### src/sv/cbq_pkg.sv
// ----------------------------------------------------------------------------
// cbq_pkg
// Shared types and the fixed coefficient table of the cascaded biquad filter.
// ----------------------------------------------------------------------------
package cbq_pkg;

	localparam int CoefStages = 4;
	localparam int TapsPerStage = 3;
	localparam int MacTaps = 5;
	localparam int CoefW = 32;
	localparam int ValW = 40;
	localparam int OpndW = 21;

	typedef struct packed {
		logic issue;
		logic first;
		logic hi;
	} mac_req_t;

	// per stage: b0, b1, b2, -a1, -a2 in Q2.30
	function automatic logic signed [CoefW-1:0] coef_at(logic [1:0] stg, logic [2:0] tap);
		logic signed [CoefW-1:0] c;
		c = '0;
		case (stg)
			2'd0: begin
				case (tap)
					3'd0: c = 32'sd1071125;
					3'd1: c = 32'sd1071125;
					3'd2: c = 32'sd0;
					3'd3: c = 32'sd978078064;
					3'd4: c = 32'sd0;
					default: c = '0;
				endcase
			end
			2'd1: begin
				case (tap)
					3'd0: c = 32'sd1073741824;
					3'd1: c = -32'sd1678152825;
					3'd2: c = 32'sd1073741824;
					3'd3: c = 32'sd1973331733;
					3'd4: c = -32'sd936757797;
					default: c = '0;
				endcase
			end
			2'd2: begin
				case (tap)
					3'd0: c = 32'sd1073741824;
					3'd1: c = -32'sd1950226269;
					3'd2: c = 32'sd1073741824;
					3'd3: c = 32'sd2002199475;
					3'd4: c = -32'sd1009895658;
					default: c = '0;
				endcase
			end
			default: begin
				case (tap)
					3'd0: c = 32'sd1073741824;
					3'd1: c = -32'sd1995102310;
					3'd2: c = 32'sd1073741824;
					3'd3: c = 32'sd2026270286;
					3'd4: c = -32'sd1056897543;
					default: c = '0;
				endcase
			end
		endcase
		return c;
	endfunction

endpackage

### src/sv/cascaded_biquad_iir.sv
// ----------------------------------------------------------------------------
// cascaded_biquad_iir
// Direct-form-I biquad cascade on 16-bit samples, Q24.16 stage values,
// one shared multiply-accumulate unit stepped by a small sequencer.
// ----------------------------------------------------------------------------
//  channel  | signals                                   | direction
//  ---------+-------------------------------------------+----------
//  input    | in_valid, in_stall, audio_in              | in
//  output   | out_valid, out_stall, audio_out           | out
//  config   | psel, penable, pwrite, paddr, pwdata,     | in/out
//           | prdata, pready (stage_count at 0x0)       |
//
//  a sample passes through the active stages in turn: each stage is
//  ten multiplies through the one shared multiplier plus drain and writeback
//  reset clears history to zero and stage_count to four
//  in_stall is high from the accepted beat until the result is registered
//  a finished result waits in the output register while the next beat enters
// ----------------------------------------------------------------------------
module cascaded_biquad_iir #(
	parameter int MAX_STAGES = 4
) (
	input  logic        clk,
	input  logic        arst_n,
	input  logic        psel,
	input  logic        penable,
	input  logic        pwrite,
	input  logic [2:0]  paddr,
	input  logic [31:0] pwdata,
	output logic [31:0] prdata,
	output logic        pready,
	input  logic        in_valid,
	output logic        in_stall,
	input  logic signed [15:0] audio_in,
	output logic        out_valid,
	input  logic        out_stall,
	output logic signed [15:0] audio_out
);
	import cbq_pkg::*;

	localparam int StageLim = (MAX_STAGES < CoefStages) ? MAX_STAGES : CoefStages;
	localparam int StgW = (StageLim > 1) ? $clog2(StageLim) : 1;

	localparam logic [2:0] TapX  = 3'd0;
	localparam logic [2:0] TapX1 = 3'd1;
	localparam logic [2:0] TapX2 = 3'd2;
	localparam logic [2:0] TapY1 = 3'd3;
	localparam logic [2:0] TapY2 = 3'd4;
	localparam logic [2:0] TapLast = 3'(MacTaps - 1);

	typedef enum logic [2:0] {
		ST_IDLE,
		ST_ISSUE,
		ST_DRAIN,
		ST_WB,
		ST_FIN
	} state_t;

	state_t                   state_q;
	logic [2:0]               stage_count_q;
	logic [2:0]               n_eff;
	logic [StgW-1:0]          stg_q;
	logic [2:0]               tap_q;
	logic                     hi_q;
	logic signed [ValW-1:0]   cur_q;
	logic signed [ValW-1:0]   xh_q [StageLim][2];
	logic signed [ValW-1:0]   yh_q [StageLim][2];
	logic                     out_valid_q;
	logic signed [15:0]       audio_out_q;
	logic signed [ValW-1:0]   opnd_val;
	logic signed [OpndW-1:0]  opnd;
	logic signed [CoefW-1:0]  coef;
	logic signed [ValW-1:0]   mac_y;
	mac_req_t                 mac_req;
	logic                     last_stage;
	logic                     in_beat;
	logic                     cfg_wr;
	logic signed [23:0]       trunc;
	logic signed [15:0]       conv;

	// configuration port
	assign pready = 1'b1;
	assign cfg_wr = psel && penable && pwrite && !paddr[2];
	assign prdata = paddr[2] ? 32'd0 : {29'd0, stage_count_q};

	always_ff @(posedge clk or negedge arst_n) begin
		if (!arst_n) begin
			stage_count_q <= 3'd4;
		end else if (cfg_wr) begin
			stage_count_q <= pwdata[2:0];
		end
	end

	assign n_eff = (stage_count_q > 3'(StageLim)) ? 3'(StageLim) : stage_count_q;
	assign last_stage = (3'(stg_q) + 3'd1) == n_eff;

	assign in_stall = (state_q != ST_IDLE);
	assign in_beat = in_valid && !in_stall;
	assign out_valid = out_valid_q;
	assign audio_out = audio_out_q;

	// operand select for the shared unit
	always_comb begin
		case (tap_q)
			TapX:    opnd_val = cur_q;
			TapX1:   opnd_val = xh_q[stg_q][0];
			TapX2:   opnd_val = xh_q[stg_q][1];
			TapY1:   opnd_val = yh_q[stg_q][0];
			TapY2:   opnd_val = yh_q[stg_q][1];
			default: opnd_val = '0;
		endcase
	end

	assign opnd = hi_q ? {opnd_val[ValW-1], opnd_val[ValW-1:20]} : {1'b0, opnd_val[19:0]};
	assign coef = coef_at(2'(stg_q), tap_q);

	assign mac_req.issue = (state_q == ST_ISSUE);
	assign mac_req.first = (tap_q == TapX) && !hi_q;
	assign mac_req.hi = hi_q;

	cbq_mac u_mac (
		.clk    (clk),
		.arst_n (arst_n),
		.req    (mac_req),
		.coef   (coef),
		.opnd   (opnd),
		.y      (mac_y)
	);

	// truncate toward zero, then saturate to 16 bits
	assign trunc = cur_q[ValW-1:16] + 24'(cur_q[ValW-1] && (|cur_q[15:0]));
	assign conv = ((&trunc[23:15]) || !(|trunc[23:15])) ? trunc[15:0] :
		(trunc[23] ? 16'sh8000 : 16'sh7fff);

	always_ff @(posedge clk or negedge arst_n) begin
		if (!arst_n) begin
			state_q <= ST_IDLE;
			stg_q <= '0;
			tap_q <= TapX;
			hi_q <= 1'b0;
			cur_q <= '0;
			out_valid_q <= 1'b0;
			audio_out_q <= '0;
			for (int s = 0; s < StageLim; s++) begin
				xh_q[s][0] <= '0;
				xh_q[s][1] <= '0;
				yh_q[s][0] <= '0;
				yh_q[s][1] <= '0;
			end
		end else begin
			if (out_valid_q && !out_stall && (state_q != ST_FIN)) begin
				out_valid_q <= 1'b0;
			end
			case (state_q)
				ST_IDLE: begin
					if (in_beat) begin
						cur_q <= {{8{audio_in[15]}}, audio_in, 16'd0};
						stg_q <= '0;
						tap_q <= TapX;
						hi_q <= 1'b0;
						state_q <= (n_eff == 3'd0) ? ST_FIN : ST_ISSUE;
					end
				end
				ST_ISSUE: begin
					hi_q <= !hi_q;
					if (hi_q) begin
						if (tap_q == TapLast) begin
							tap_q <= TapX;
							state_q <= ST_DRAIN;
						end else begin
							tap_q <= tap_q + 3'd1;
						end
					end
				end
				ST_DRAIN: begin
					state_q <= ST_WB;
				end
				ST_WB: begin
					xh_q[stg_q][1] <= xh_q[stg_q][0];
					xh_q[stg_q][0] <= cur_q;
					yh_q[stg_q][1] <= yh_q[stg_q][0];
					yh_q[stg_q][0] <= mac_y;
					cur_q <= mac_y;
					if (last_stage) begin
						state_q <= ST_FIN;
					end else begin
						stg_q <= stg_q + StgW'(1);
						state_q <= ST_ISSUE;
					end
				end
				ST_FIN: begin
					if (!out_valid_q || !out_stall) begin
						audio_out_q <= conv;
						out_valid_q <= 1'b1;
						state_q <= ST_IDLE;
					end
				end
				default: begin
					state_q <= ST_IDLE;
				end
			endcase
		end
	end

	a_one_beat_at_a_time: assert property (@(posedge clk) disable iff (!arst_n)
		in_beat |=> in_stall)
		else $error("input accepted twice in a row");

	a_wb_after_drain: assert property (@(posedge clk) disable iff (!arst_n)
		(state_q == ST_WB) |-> ($past(state_q) == ST_DRAIN))
		else $error("writeback without accumulator drain");

	a_stage_in_range: assert property (@(posedge clk) disable iff (!arst_n)
		(state_q == ST_ISSUE) |-> ((3'(stg_q) < n_eff) && (tap_q <= TapLast)))
		else $error("stage or tap index out of range");

endmodule

### src/sv/cbq_mac.sv
// ----------------------------------------------------------------------------
// cbq_mac
// Shared multiply-accumulate unit: one 32x21 product per cycle, registered,
// then added into a wide exact accumulator; output is floor(acc / 2^30)
// saturated to 40 bits.
// ----------------------------------------------------------------------------
module cbq_mac (
	input  logic                                clk,
	input  logic                                arst_n,
	input  cbq_pkg::mac_req_t                   req,
	input  logic signed [cbq_pkg::CoefW-1:0]    coef,
	input  logic signed [cbq_pkg::OpndW-1:0]    opnd,
	output logic signed [cbq_pkg::ValW-1:0]     y
);
	import cbq_pkg::*;

	localparam int ProdW = CoefW + OpndW;
	localparam int AccW = 76;
	localparam int FracShift = 30;
	localparam int HiShift = 20;

	logic signed [ProdW-1:0] prod_s1;
	logic                    valid_s1;
	logic                    first_s1;
	logic                    hi_s1;
	logic signed [AccW-1:0]  acc_q;
	logic signed [AccW-1:0]  prod_ext;
	logic signed [AccW-1:0]  addend;
	logic signed [AccW-1:0]  shifted;
	logic                    in_range;

	always_ff @(posedge clk or negedge arst_n) begin
		if (!arst_n) begin
			valid_s1 <= 1'b0;
			first_s1 <= 1'b0;
			hi_s1 <= 1'b0;
			prod_s1 <= '0;
		end else begin
			valid_s1 <= req.issue;
			if (req.issue) begin
				first_s1 <= req.first;
				hi_s1 <= req.hi;
				prod_s1 <= coef * opnd;
			end
		end
	end

	assign prod_ext = AccW'(prod_s1);
	assign addend = hi_s1 ? (prod_ext <<< HiShift) : prod_ext;

	always_ff @(posedge clk or negedge arst_n) begin
		if (!arst_n) begin
			acc_q <= '0;
		end else if (valid_s1) begin
			acc_q <= first_s1 ? addend : acc_q + addend;
		end
	end

	assign shifted = acc_q >>> FracShift;
	assign in_range = (&shifted[AccW-1:ValW-1]) || !(|shifted[AccW-1:ValW-1]);

	always_comb begin
		if (in_range) begin
			y = shifted[ValW-1:0];
		end else if (shifted[AccW-1]) begin
			y = {1'b1, {(ValW-1){1'b0}}};
		end else begin
			y = {1'b0, {(ValW-1){1'b1}}};
		end
	end

endmodule
### config.mk
export PLATFORM = sky130hd
export DESIGN_NAME = cascaded_biquad_iir
export DESIGN_NICKNAME = d
export VERILOG_FILES = /design/src/sv/cbq_pkg.sv /design/src/sv/cascaded_biquad_iir.sv /design/src/sv/cbq_mac.sv
export SDC_FILE = /design/constraint.sdc
export NUM_CORES = 2
export LEC_CHECK = 0
export BUFFER_PORTS_ARGS = -buffer_cell sky130_fd_sc_hd__buf_4
export CAP_MARGIN = 20
export CORE_MARGIN = 1
export CORE_UTILIZATION = 50
export CTS_CLUSTER_DIAMETER = 200
export CTS_CLUSTER_SIZE = 16
export DETAILED_ROUTE_END_ITERATION = 8
export PLACE_DENSITY = 0.64
export SYNTH_ARGS = -nofsm -noshare
export SYNTH_HDL_FRONTEND = slang
export SYNTH_HIERARCHICAL = 1
export SYNTH_SLANG_ARGS = --single-unit
### constraint.sdc
create_clock -name clk -period 21.7 [get_ports clk]
set_clock_uncertainty 0.2 [all_clocks]
set_input_delay 1.085 -clock clk [delete_from_list [all_inputs] [get_ports clk]]
set_output_delay 1.085 -clock clk [all_outputs]
set_load 0.01 [all_outputs]
==> Word-level counts from Yosys, hierarchy flattened <==
Cells that the tools add are included.
{ "classes": {"addsub": 5, "multipliers": 1, "n_lt_le_gt_ge": 3, "eq_ne": 17, "n_mux": 50, "n_bitwise": 1, "reduce_logical": 39} }
{ "op_table": {"columns": ["op", "n"], "rows": [
  ["$bwmux 320", 4],
  ["$mux 80", 5],
  ["$pmux 32 s4", 3],
  ["$bmux 80 s2", 2],
  ["$demux 80 s2", 2],
  ["$pmux 40 s5", 1],
  ["$mux 40", 4],
  ["$pmux 32 s3", 1],
  ["$pmux 40 s2", 1],
  ["$add 76x73->76", 1],
  ["$mux 76", 1],
  ["$mux 72", 1],
  ["$pmux 30 s2", 1],
  ["$mul 32x21->53", 1],
  ["$mux 3", 11],
  ["$mux 16", 2],
  ["$add 24x1->24", 1],
  ["$mux 21", 1],
  ["$reduce_or 16->1", 1],
  ["$pmux 3 s5", 1],
  ["$eq 3x2->1 const B", 4],
  ["$ne 2x2->1 const B", 5],
  ["$logic_and 1x1->1", 9],
  ["$logic_not 3->1", 3],
  ["other kinds (31)", 50]
]} }
{ "word_totals": {"regBits": 841, "inputBits": 58, "out_inout_bits": 51, "wordCells": 145} }

==> Depth between registers and ports, before layout <==
{ "logic_depth": {"ltp_word": 7, "mapped_depth": 38, "mapped_depth_nobuf": 34} }

==> By module <==
Netlist, hierarchy kept.
{ "modules_own_cells": {"columns": ["module", "n_inst", "cells_each", "area_each_um2"], "rows": [
  ["cbq_mac", 1, 3977, 34104.0],
  ["cascaded_biquad_iir", 1, 2328, 33164.3]
]} }

==> Least setup slack after synthesis <==
No wires, ideal clock.
{ "synth_timing": {"path_type": "reg2reg", "start": "register stg_q[0]", "end": "register u_mac.prod_s1[47]", "arrival_ns": 9.049, "required_time_ns": 21.375, "path_slack_ns": 12.326, "path_stages_with_launch": 34, "n_path_buf": 4, "period_less_slack_ns": 9.374, "cell_sequence": "dfrtp_1 -> clkbuf_1 -> buf_1 -> mux4_2 -> a222oi_1 -> o21a_1 -> o22ai_1 -> clkbuf_1 -> and2_1 -> fa_1 -> inv_1 -> fa_1 -> fa_1 -> inv_1 -> fa_1 -> fa_1 -> fa_1 -> inv_1 -> fa_1 -> inv_1 -> ha_1 -> buf_6 -> a21o_1 -> a311o_1 -> a21oi_1 -> o21ai_1 -> a311o_1 -> a221o_1 -> a41o_4 -> a41oi_4 -> nor2b_2 -> a31oi_1 -> xnor2_1 -> mux2_2"} }
{ "synth_via": {"elab_chain_cells": 7, "word_cells_on_any_way": 14, "classes_between": "1 x mul; 2 x eq/ne; 9 x mux; 1 x bitwise; 1 x reduce/logical"} }
{ "synth_lines": {"columns": ["element", "line_no", "source"], "rows": [
  ["start: declaration", "cascaded_biquad_iir.sv:61", "logic [StgW-1:0] stg_q;"],
  ["start signal: assignment", "cascaded_biquad_iir.sv:186", "stg_q <= stg_q + StgW'(1);"],
  ["$not 2->3 (implied by the code) (*)", null, null],
  ["$bmux 80 s2, on equally long branches", null, null],
  ["$mux 80, on equally long branches (2 in series)", "cascaded_biquad_iir.sv:107, cascaded_biquad_iir.sv:105", null],
  ["$pmux 40 s5 (*)", "cascaded_biquad_iir.sv:103", "case (tap_q)"],
  ["$mux 21 (*)", "cascaded_biquad_iir.sv:113", "assign opnd = hi_q ? {opnd_val[ValW-1], opnd_val[ValW-1:20]} : {1'b0, opnd_val[19:0]};"],
  ["named net opnd[9]", "cascaded_biquad_iir.sv:70", "logic signed [OpndW-1:0] opnd;"],
  ["$mul 32x21->53 (*)", "cbq_mac.sv:43", "prod_s1 <= coef * opnd;"],
  ["end signal: assignment", "cbq_mac.sv:43", null],
  ["end: declaration", "cbq_mac.sv:22", "logic signed [ProdW-1:0] prod_s1;"]
]} }
The timed path passes the listed nets; every way through them passes the cells marked *. The select of a mux whose other input is x is not followed.
A chain may end at the register's enable or synchronous reset.

==> Worst setup path after layout <==
{ "layout_timing": {"start": "register stg_q[1]", "end": "register u_mac.prod_s1[48]"} }
Same word-level chain as after synthesis.

==> metrics.cfg <==
[status]
status = finished, final reports clean

[worst_setup_path]
crit_family = adder cells
startpoint_type = flip-flop
timing.rr.end = u_mac/prod_s1[48]$_DFFE_PN0P_
ff2ff_path_depth = 32
critPathLaunch = stg_q[1]$_DFFE_PN0P_
worst_path_most_repeated_cell = fa_1
crit_path_top_delay_cell = buf_4
worst_path_largest_cell_delay_ps = 780
setup.worst_path.end = u_mac/prod_s1[48]$_DFFE_PN0P_
ff2ff_setup_slack_ps = 10000
end_kind = flip-flop
required_ps = 22050
worstSetupPathType = reg -> reg
worstReg2RegStart = stg_q[1]$_DFFE_PN0P_
cp_num_buf_inv = 7
crit_cells = 32
arrival_ps = 12050
cp_max_fo = 51

[timing]
maxSlewViolCount = 0
finalSetupViolCount = 0
rsz0062_at_grt = no
tightest_slew_ps = 1080
fin_tns_setup_ps = 0
relSlewSlack_pct = 28.1
min_period_ps = 11700
hold_viol = 0
max_freq_mhz = 85.5
fin_crit_sh_pct = 53.9

[cells_and_area]
syn_to_final_growth_pct = 5.29
final_cell_mix = dfrtp_1, inv_1, mux2_2
final_common_cell = dfrtp_1
final.fill_count = 11900
layout-drive-gt1-share_pct = 18.7
nets = 7056

[floorplanning]
ioPinCount = 109
die_w_um = 369
die_area_um2 = 136000
die_h_um = 369
start_util_pct = 50.4
core_area_um2 = 133000
rows = 134

[synthesis]
synth-seq-area-share_pct = 31.3
ys_warn_count = 6
synth_ff_type = dfrtp_1
syn-cell-area_um2 = 67300
syn-instance-count = 6305
synth_seq_cells = 841
synth_cell_type_count = 84
synthArstFlopShare_pct = 100
synth_area_per_cell_um2 = 10.7
synth_edf_count = 0

[placement]
hpwl_mm = 120
portBuffers = 47
gp_congestion = 0.926

[clock_tree]
cts_buffer_depth = 3
cts-buffers-inserted = 58
root_buffer = clkbuf_16
cts_sinks = 841
ctsHoldBuffers = 0
clk_pin_slew_ps = 80
cts_resized = 0
postCtsSetupRepairBufs = 0
clk_latency_ps = 670
cts_tree = yes
h-tree-depth = 2

[detailed_routing]
first_pass_iters = 6
drtAntennaViolNets = 0
routedWlPerCell_um = 21.6
drc = 0
wl_mm = 170
initialDrtViolationCount = 3044
viasPerCell = 5.80
vias = 45800

[global_route]
grtUsageMet2_pct = 41.7
grt_pass1_vias = 47300
grt_pass1_wl_mm = 273
grt.busiest_layer = met2
grt_usage_pct = 25.5
met3_usage_pct = 2.15
grtUsageMet1_pct = 37.0
antenna_found_initial = 5
grt_overflow_total = 0
grt_max_degree = 168

[hold_path]
hp-class = reg -> reg

[flow_run]
cap_viol_max_count = 0

registers in the layout, indices dropped and copies added (netlist names), 3 cells and up:
signal	flops
tap_q	3
cur_q	40
stage_count_q	3
yh_q	320
state_q	3
xh_q	320
u_mac/acc_q	76
u_mac/prod_s1	53
audio_out	16
metrics by stage:
stage	setup WS, ps	area (µm²)	hold slack, ps	util, %	instances
3_5_place_dp	10050	69200	271	51.9	7815
5_1_grt	9160	70800	299	53.1	7894
3_3_place_gp	10030	69200	258	51.9	7814
2_1_floorplan	12330	67400	245	-	6333
4_1_cts	10030	70800	288	53.0	7892
6_report	10000	70800	286	53.1	7898
cell usage after synthesis, types with 43 or more instances:
library cell,count,area share (%)
mux2i_1,43,0.64
o21ai_0,183,1.4
and2_1,287,2.7
inv_1,784,4.4
fa_1,669,20
mux2_2,708,12
dfrtp_1,840,31
clkbuf_1,346,1.9
nor2_1,255,1.4
nand2_1,686,3.8
a21o_1,72,0.80
a21oi_1,297,2.2
mux4_2,160,5.4
xnor2_1,93,1.2
xor2_1,52,0.68
o21a_1,54,0.60
ha_1,220,4.1
layer usage:
metal	vias to the layer above	wire length [µm]
met2	1082	81700
met4	0	3790
li1	20400	-
met3	170	7480
met5	-	0
met1	24200	77300
kinds of logic after synthesis:
group	share of synthesized area [%]
adders and majority gates	24.0
muxes	17.8
DFF	31.3
xor gates and xnor gates	1.89
buffers and inverters	7.06
AOI/OAI and AO/OA	7.92
and+or+nand+nor	9.98
other	0.0112
tightest hold or removal path: cells and delay by family (launching register included):
kind,cells,cell delay (ps)
AOI/OAI and AO/OA,1,60
DFF,1,340
and+or+nand+nor,1,40
how the worst min path moves through the flow:
stage / from / end / slack, ps / cells past startpoint
finish: xh_q[74]$_DFFE_PN0P_ / xh_q[74]$_DFFE_PN0P_ / 290 / 2
global route: xh_q[79]$_DFFE_PN0P_ / xh_q[79]$_DFFE_PN0P_ / 300 / 2
CTS: xh_q[154]$_DFFE_PN0P_ / xh_q[154]$_DFFE_PN0P_ / 290 / 2
detailed placement: xh_q[79]$_DFFE_PN0P_ / xh_q[79]$_DFFE_PN0P_ / 270 / 2
global placement: xh_q[233]$_DFFE_PN0P_ / xh_q[233]$_DFFE_PN0P_ / 260 / 2
floorplan: xh_q[153]$_DFFE_PN0P_ / xh_q[153]$_DFFE_PN0P_ / 240 / 2
layout make-up:
cell class                 instances  area (µm²)  share of cell area [%]
antenna                            4        10.0                  0.0141
clock buffer                      74        1510                    2.13
clock inverter                     3        45.0                  0.0636
inverter                         788        2960                    4.18
multi-input combinational       4275       41900                    59.1
sequential                       841       21100                    29.7
tap                             1768        2210                    3.12
timing repair buffer             145        1160                    1.64
Power is not shown: default switching activity piles up to over one toggle a cycle in this logic, so the estimate is an artifact.
